$ cat src/rtl/wrv_pkg.sv
package wrv_pkg;

  localparam int unsigned MaxWindow = 256;
  localparam int unsigned WinW      = 9;
  localparam int unsigned PriceW    = 32;
  localparam int unsigned VolW      = 32;

  localparam logic [31:0] Lvl05 = 32'd32768;
  localparam logic [31:0] Lvl15 = 32'd98304;
  localparam logic [31:0] Lvl30 = 32'd196608;
  localparam logic [31:0] Lvl60 = 32'd393216;

  localparam logic [0:0] CfgShort = 1'b0;
  localparam logic [0:0] CfgLong  = 1'b1;

  localparam logic [1:0] TrendEqual   = 2'd0;
  localparam logic [1:0] TrendRising  = 2'd1;
  localparam logic [1:0] TrendFalling = 2'd2;

  typedef struct packed {
    logic [31:0] close_price;
    logic        restart;
  } in_t;

  typedef struct packed {
    logic [31:0] short_vol;
    logic [31:0] long_vol;
    logic [1:0]  trend;
    logic [2:0]  short_level;
    logic [2:0]  long_level;
    logic        enough_data;
  } out_t;

  // divider handshake between sequencer and shared divide unit
  typedef struct packed {
    logic        start;
    logic [63:0] num;
    logic [63:0] den;
  } div_req_t;

  function automatic logic [2:0] vol_level(input logic [31:0] v);
    if (v < Lvl05) return 3'd0;
    if (v < Lvl15) return 3'd1;
    if (v < Lvl30) return 3'd2;
    if (v < Lvl60) return 3'd3;
    return 3'd4;
  endfunction

endpackage

$ cat src/rtl/wrv_div.sv
// Restoring 64/64 divider, one quotient bit per cycle.
module wrv_div (
  input  logic                  clk_i,
  input  logic                  rst_ni,
  input  wrv_pkg::div_req_t     req_i,
  output logic                  done_o,
  output logic [63:0]           quot_o
);
  logic [63:0] rem_q, rem_d, quot_q, quot_d, den_q;
  logic [6:0]  cnt_q, cnt_d;
  logic        busy_q, busy_d;
  logic [64:0] trial;

  always_comb begin
    rem_d  = rem_q;
    quot_d = quot_q;
    cnt_d  = cnt_q;
    busy_d = busy_q;
    trial  = {rem_q, quot_q[63]};
    done_o = 1'b0;
    if (req_i.start) begin
      rem_d  = '0;
      quot_d = req_i.num;
      cnt_d  = 7'd64;
      busy_d = 1'b1;
    end else if (busy_q) begin
      if (trial >= {1'b0, den_q}) begin
        rem_d  = 64'(trial - {1'b0, den_q});
        quot_d = {quot_q[62:0], 1'b1};
      end else begin
        rem_d  = trial[63:0];
        quot_d = {quot_q[62:0], 1'b0};
      end
      cnt_d = cnt_q - 7'd1;
      if (cnt_q == 7'd1) begin
        busy_d = 1'b0;
        done_o = 1'b1;
      end
    end
  end

  assign quot_o = quot_d;

  always_ff @(posedge clk_i or negedge rst_ni) begin
    if (!rst_ni) begin
      busy_q <= 1'b0;
      cnt_q  <= '0;
    end else begin
      busy_q <= busy_d;
      cnt_q  <= cnt_d;
    end
  end

  always_ff @(posedge clk_i) begin
    rem_q  <= rem_d;
    quot_q <= quot_d;
    if (req_i.start) den_q <= req_i.den;
  end
endmodule

$ cat config.mk
export PLATFORM = sky130hd
export DESIGN_NAME = wrv_div
export DESIGN_NICKNAME = d
export VERILOG_FILES = /design/src/rtl/wrv_pkg.sv /design/src/rtl/wrv_div.sv
export SDC_FILE = /design/constraint.sdc
export NUM_CORES = 1
export LEC_CHECK = 0
export ABC_AREA = 1
export BUFFER_PORTS_ARGS = -buffer_cell sky130_fd_sc_hd__buf_4
export CAP_MARGIN = 10
export CELL_PAD_IN_SITES_DETAIL_PLACEMENT = 1
export CELL_PAD_IN_SITES_GLOBAL_PLACEMENT = 1
export CORE_ASPECT_RATIO = 0.6
export CORE_MARGIN = 1.5
export CORE_UTILIZATION = 40
export CTS_CLUSTER_DIAMETER = 200
export DETAILED_ROUTE_END_ITERATION = 8
export PLACE_DENSITY_LB_ADDON = 0.1
export SLEW_MARGIN = 40
export SYNTH_ARGS = -nofsm -noshare
export SYNTH_HDL_FRONTEND = slang
export SYNTH_SLANG_ARGS = --single-unit
$ cat constraint.sdc
create_clock -name clk_i -period 3.2 [get_ports clk_i]
set_input_delay 0.64 -clock clk_i [delete_from_list [all_inputs] [get_ports clk_i]]
set_output_delay 0.64 -clock clk_i [all_outputs]
set_load 0.02 [all_outputs]
After elaboration in Yosys (flattened, before gate mapping)
Index checks and enable logic that the tools add are counted.
- add/sub/neg operators: 2
- order comparisons: 1
- equal/unequal tests: 1
- muxes and demuxes: 12
- reduce and logical (&&, ||, !) cells: 1
- operators by type and width (kind ; count):
    2-to-1 mux 64 bit ; 3
    greater-or-equal comparator 65 x 64 -> 1 bit ; 1
    subtractor 64 bit ; 1
    2-to-1 mux 7 bit ; 2
    equality test 7 x 1 -> 1 bit, second input constant ; 1
    2-to-1 mux 1 bit ; 7
    subtractor 7 x 1 -> 7 bit, second input constant ; 1
    nonzero test 2 bit ; 1
- bits in registers: 200
- output and inout port bits: 65
- word-level logic and storage cells: 22

Longest topological paths before layout
Gate-level depths: netlist (run 1).
- depth after elaboration: 4
- mapped depth: 20
- gate-level depth less buffers: 18

Worst setup path before layout (run 1)
OpenSTA, ideal clock, no wires.
- kind: reg-to-output
- start: reg den_q[2]
- end: out quot_o[0]
- arrival time: 2.028 ns
- required time: 2.560 ns
- slack: 0.532 ns
- cell stages (with the launch flop): 19
- buffers on the path: 2
- cell sequence: edfxtp_1 -> inv_1 -> ha_1 -> buf_2 -> nand2_1 -> nand2_1 -> nand2_1 -> nand2_1 -> nand2_1 -> nand3_2 -> nand2_1 -> nand2_2 -> nand2_1 -> nand2_2 -> nand2_2 -> nand2_4 -> nand2_2 -> buf_2 -> o211ai_1
- cells in the longest elaborated chain, start to end: 4
- ends and longest elaborated chain (what ; line ; text):
    from (decl) ; wrv_div.sv:9 ; logic [63:0] rem_q, rem_d, quot_q, quot_d, den_q;
    from (signal assigned) ; wrv_div.sv:57 ; if (req_i.start) den_q <= req_i.den;
    greater-or-equal comparator 65 x 64 -> 1 bit ; wrv_div.sv:27 ; if (trial >= {1'b0, den_q}) begin
    2-to-1 mux 1 bit ; wrv_div.sv:27 ;
    2-to-1 mux 64 bit ; wrv_div.sv:26 ; end else if (busy_q) begin
    2-to-1 mux 64 bit ; wrv_div.sv:21 ; if (req_i.start) begin
    to (decl) ; wrv_div.sv:7 ; output logic [63:0] quot_o
Every way passes these cells.

Worst setup path in the final report (run 1)
- start: reg den_q[37]
- end: out quot_o[0]
Same word-level chain as after synthesis.

==> results of run 1 <==
where the power goes:
group	leakage [nW]	switching [mW]	internal (mW)	total (mW)
Clock	0.310	1.25	1.16	2.41
Sequential	1.78	0.0617	2.80	2.86
Combinational	7.47	0.821	0.549	1.37
Total	9.55	2.13	4.50	6.63
critical path, delay by kind of cell (launching register included):
family                   cells  cell delay, ps
flip-flops                   1             350
adder cells (fa/ha/maj)      1             300
buffers and inverters        3             300
AND/OR/NAND/NOR             10            1050
AO/OA/AOI/OAI                1             110
final cells by class:
cell class | count | area, µm² | area share
Sequential cell | 200 | 4690 | 0.259
Inverter | 486 | 1820 | 0.101
Clock inverter | 13 | 161 | 0.00892
Tap cell | 459 | 574 | 0.0317
Multi-Input combinational cell | 1483 | 8370 | 0.463
Timing Repair Buffer | 260 | 2000 | 0.110
Clock buffer | 19 | 475 | 0.0263
Antenna cell | 1 | 2.50 | 0.000138
how the worst max path moves through the flow:
stage           endpoint  slack [ps]  startpoint
6_report       quot_o[0]         -20   den_q[37]
3_3_place_gp   quot_o[0]         200   den_q[50]
3_5_place_dp   quot_o[0]         120   den_q[37]
2_1_floorplan  quot_o[0]         530    den_q[2]
4_1_cts        quot_o[0]         -30   den_q[63]
5_1_grt        quot_o[0]        -150    den_q[9]
stage by stage:
step	worst slack (ps)	TNS [ps]	hold slack (ps)	instance area, µm²	instances
floorplan	532	0	344	14100	2221
global placement	198	0	454	16100	2859
detailed placement	121	0	461	16100	2859
CTS	-34.4	-34.4	317	17700	2906
global route	-149	-149	322	18100	2920
finish	-24.7	-24.7	336	18100	2921
per-layer routing:
layer | vias to the layer above | GRT usage
li1 | 7234 | -
met1 | 7203 | 0.488
met2 | 509 | 0.441
met3 | 43 | 0.116
met4 | 0 | 0.0546
met5 | - | 0
state kept, by name, summed over array words and instances (netlist names):
name / count
busy_q: 1
quot_q: 64
cnt_q: 7
den_q: 64
rem_q: 64
timing repair:
| action | CTS | global route |
|---|---|---|
| hold endpoints to repair | 8 | 0 |
| hold buffers | 1 | 0 |
| gates resized for setup | 150 | 60 |
| setup buffers | 14 | 14 |
| pin swaps | 26 | 31 |
| setup endpoints to repair | 1 | 1 |
cell usage in the layout, fill, tap and decap left out, types with 3 or more instances in the layout:
| cell type | n |
|---|---|
| dfxtp_1 | 126 |
| nand2_2 | 60 |
| o21ai_0 | 11 |
| ha_4 | 55 |
| xnor2_1 | 29 |
| buf_4 | 254 |
| inv_1 | 463 |
| dfrtp_1 | 8 |
| ha_2 | 3 |
| edfxtp_1 | 64 |
| nand3_2 | 20 |
| nand3b_1 | 46 |
| clkinv_8 | 5 |
| clkbuf_16 | 19 |
| nor4_1 | 7 |
| nand4_1 | 11 |
| nor2_2 | 10 |
| nand2_4 | 11 |
| inv_6 | 3 |
| nor2_4 | 24 |
| nor2_1 | 91 |
| o221ai_1 | 63 |
| nand3_1 | 99 |
| and2_1 | 5 |
| ha_1 | 8 |
| a21oi_1 | 39 |
| buf_12 | 3 |
| nor3_1 | 8 |
| inv_2 | 22 |
| nand2_1 | 871 |
cell families after synthesis:
family | count (synthesis) | synth area share
buffers and inverters | 538 | 0.150
AOI/OAI and AO/OA | 117 | 0.0589
xor gates and xnor gates | 31 | 0.0193
DFF | 200 | 0.333
adders and majority gates | 67 | 0.0602
and+or+nand+nor | 1268 | 0.379
==> impl_metrics.ini, run 1 <==
[outcome]
status = complete, but fails checks
violations = negative setup slack

[critical_path]
critPathSlowestCell = edfxtp_1
startpoint_type = register
path_cells = inv_2, ha_4, nand2_4, nor2_4, inv_2, nor2_4, nand2_2, nor2_4, nand3_2, nand2_2, nor2_4, nand2_4, nand2_4, o211ai_1, buf_4
slowest_delay_ps = 350
path_max_fanout = 5
cp.required_ps = 2560
r2r_cells = 16
cp_common_cell = nor2_4
critPathCaptureType = output pin
reg2reg_to = rem_q[60]
r2r_start = quot_q[63]
arrival_ps = 2580
reg2reg_slack_ps = 210
path_class = register to output pin

[sta]
slew_violations = 0
fmaxAchievable_mhz = 310
period_share = 1.01
grt_setup_unrepaired = yes
worst_pin_slew_ps = 755
fin_ws_ps = -24.7
finalCriticalPeriod_ps = 3220
hold_violations = 0
relSlewSlack = 0.492
finalSetupViolations = 1
clock_skew_ps = 17.7

[pwr]
ir_drop_mv = 0.379
p_per_area_mw_per_mm2 = 367
finalPower_mw = 6.63
leakagePower_nw = 9.55

[grt]
antenna_found_initial = 0
grt_use_total = 0.325
overflow = 0
grt_pass1_vias = 15022
grt_pass1_wl_um = 88500
grt_start_max_net_pins = 129

[final_layout]
final_util = 0.530
fillCellCount = 4505
nets = 2646
drive_gt1_frac = 0.204
syn_to_final_growth_pct = 28.7

[synthesis]
ys_types = 37
postSynthCellCount = 2221
netlist_top_cells_area = nand2_1 25%, dfxtp_1 18%, edfxtp_1 14%
synth_edf_count = 64
synth_seq_cells = 200
netlist_area_mm2 = 0.0141
yosys.area.top_type = nand2_1
ys_seq_area_frac = 0.333
synth_ff_type = dfxtp_1
synth_top_cell_area_share = 0.250
synth.most_common_cell = nand2_1
async_flop_share = 0.0400
yosys_warnings = 0
avgSynthCellArea_um2 = 6.33
netlist_top_cells_count = 935 x nand2_1, 479 x inv_1, 128 x dfxtp_1
syn-num-nets = 2419

[detailed_routing]
m1WireLength_um = 29300
dr_wl_met2_um = 22900
drtIter0Drc = 1185
wl_per_cell_um = 20.3
routed_wl_um = 59400
dr_wl_met3_um = 6540
via_per_inst = 5.13
route.detailed.drc = 0
vias = 14989
top_layer_used = met4
drtAntennaViolNets = 0
dr.pass1.iters = 6

[min_path]
hold_start = req_i[57]
hold_path.class = primary input to register
worstHoldPathCells = 1
hold-path-endpoint = den_q[57]

[place]
routabilityCongestion = 1.01
dp_hpwl_um = 45400
port-buffer-count = 195

[floorplan]
io-pin-count = 196
coreArea_mm2 = 0.0342
die_area_mm2 = 0.0363
num_rows = 52
die_width_um = 245
initial_utilization = 0.412
fp.dieH_um = 148

[clock_network]
clock_sinks = 200
cts_max_level = 4
cts_root_buffer = clkbuf_16
clk_latency_ps = 470
clockBufferDepth = 2
cts_tree = done
numCtsBuffers = 17
path_clk_slew_ps = 90

[run]
maxCapViolations = 0
Note: power is estimated with default switching activity, not from simulation.
==> run 2: changes to the inputs <==
- GPL_TIMING_DRIVEN: unset -> 0
==> run 2 against run 1 <==
Against the previous run:
- the run still ends with negative setup slack left
- final cell count up 2.0%
- sequential share of layout area down 0.74 points
- via count is 3.4% higher
- worst hold slack worse by 9.0 ps
- wire length grew 2.6%
- sequential cell count unchanged
- register-to-register slack worse by 170 ps
- highest routed layer unchanged
- utilization up 1.6 points
- sequential power barely moved
- total power fell by 0.16%
==> impl_metrics.ini, run 2 (synthesis gave the netlist of run 1 again) <==
[detailed_routing]
routed_wl_um = 60900
drtIter0Drc = 1446
drtAntennaViolNets = 0
dr.pass1.iters = 5
route.detailed.drc = 0
wl_per_cell_um = 20.5
vias = 15502
via_per_inst = 5.20

[critical_path]
path_max_fanout = 4
cp.required_ps = 2560
cp_common_cell = nor2_4
critPathSlowestCell = ha_4
path_class = register to output pin
startpoint_type = register
critPathCaptureType = output pin
slowest_delay_ps = 350
reg2reg_slack_ps = 40
path_cells = inv_2, ha_4, nand2_4, nor2_4, inv_2, nor2_4, nand2_2, nor2_4, nand3_2, nand2_2, nor2_4, nand2_4, nand2_8, o211ai_1, buf_4
arrival_ps = 2670

[final_layout]
layout_common_cells = 847 x nand2_1, 443 x inv_1, 254 x buf_4
final_area_mm2 = 0.0187
nets = 2704
syn_to_final_growth_pct = 32.7
instances_no_fill = 2979
final_common_cell = nand2_1
drive_gt1_frac = 0.233
largestRegisters = den_q: 64 flops, quot_q: 64 flops, rem_q: 64 flops

[sta]
worst_pin_slew_ps = 1030
fin_ws_ps = -109
grt_setup_unrepaired = yes
period_share = 1.03
holdWs_ps = 327
hold_violations = 0
finalSetupViolations = 1
relSlewSlack = 0.315
fmaxAchievable_mhz = 302
finalCriticalPeriod_ps = 3310
clock_skew_ps = 24.1
fin_tns_setup_ps = -109
slew_violations = 0

[floorplan]
die_area_mm2 = 0.0363
io-pin-count = 196
coreArea_mm2 = 0.0342
fp.dieH_um = 148
num_rows = 52
die_width_um = 245
initial_utilization = 0.412

[place]
port-buffer-count = 195
dp_hpwl_um = 47200
place_inst = 2876
routabilityCongestion = 0.989
place_area_mm2 = 0.0161

[pwr]
power.switching_mw = 2.13
ir_drop_mv = 0.379
clkPwrFrac = 0.350
p_per_area_mw_per_mm2 = 355
leakagePower_nw = 9.82
finalPower_mw = 6.62
swShare = 0.322
combPwrFrac = 0.218
internal_power_mw = 4.49
pwr-share-seq = 0.432

[run]
maxCapViolations = 0

[outcome]
violations = negative setup slack
status = complete, but fails checks

[min_path]
hold_path.class = primary input to register

[grt]
grt_pass1_wl_um = 91000
overflow = 0
grt_start_max_net_pins = 69
antenna_found_initial = 2
grt_pass1_vias = 15431
grt_use_total = 0.334

[clock_network]
cts_root_buffer = clkbuf_16
path_clk_slew_ps = 90
clk_latency_ps = 480
clockBufferDepth = 2
numCtsBuffers = 17
cts_max_level = 4
cts_tree = done
clock_sinks = 200
## run 2: changes by cell type in the layout (fill, tap and decap cells not counted), sizes merged
cell | previous run | this run
buf | 259 | 282
clkbuf | 19 | 54
clkinv | 7 | 6
inv | 492 | 493
## run 2: cell type report
cell class / count / area (µm²)
Clock inverter: 13 / 148
Buffer: 51 / 288
Clock buffer: 19 / 464
Antenna cell: 1 / 2.50
Timing Repair Buffer: 267 / 2070
Sequential cell: 200 / 4690
Inverter: 486 / 1820
Fill cell: 4490 / 15500
Multi-Input combinational cell: 1483 / 8590
Tap cell: 459 / 574
## run 2: per-layer routing
metal	GRT usage	part of all wire	wire, µm	vias up
met1	0.519	0.50	30200	7548
li1	-	-	-	7363
met2	0.465	0.40	24200	551
met4	0.0559	0.010	624	0
met5	0	0	0	-
met3	0.0807	0.098	5970	40
## run 2: path summary, 6_finish.rpt
check | start | to | cells past startpoint
setup / recovery | den_q[36] | quot_o[0] | 15
hold / removal | req_i[56] | den_q[56] | 1
setup reg to reg | den_q[41] | quot_q[0] | 24
hold reg to reg | rem_q[58] | rem_q[58] | 2
max in group asynchronous | rst_ni | cnt_q[6] | 2
min in group asynchronous | rst_ni | cnt_q[3] | 2
## run 2: stage by stage
stage	utilization	setup slack, ps
floorplan	-	532
global placement	0.471	-867
detailed placement	0.472	-703
CTS	0.537	-181
global route	0.546	-214
finish	0.546	-109
## run 2: critical path, delay by kind of cell (launching register included)
family	cells	cell delay, ps
AND/OR/NAND/NOR	10	1040
adder cells (fa/ha/maj)	1	350
flip-flops	1	340
buffers and inverters	3	290
AO/OA/AOI/OAI	1	160
## run 2: power by group through the flow
stage	registers (mW)	logic [mW]	clock network, mW
after floorplan	2.89	0.652	0
after global placement	2.90	1.13	0
after detailed placement	2.91	1.17	0
after CTS	2.86	1.37	2.34
after global routing	2.88	1.55	2.43
final	2.86	1.45	2.31
## run 2: repair_timing
item,in CTS,in global routing
gates resized for setup,247,79
setup endpoints to repair,61,60
buffers inserted,57,14
pin swaps,54,46
endpoints found under the hold margin,8,0
hold buffers,1,0
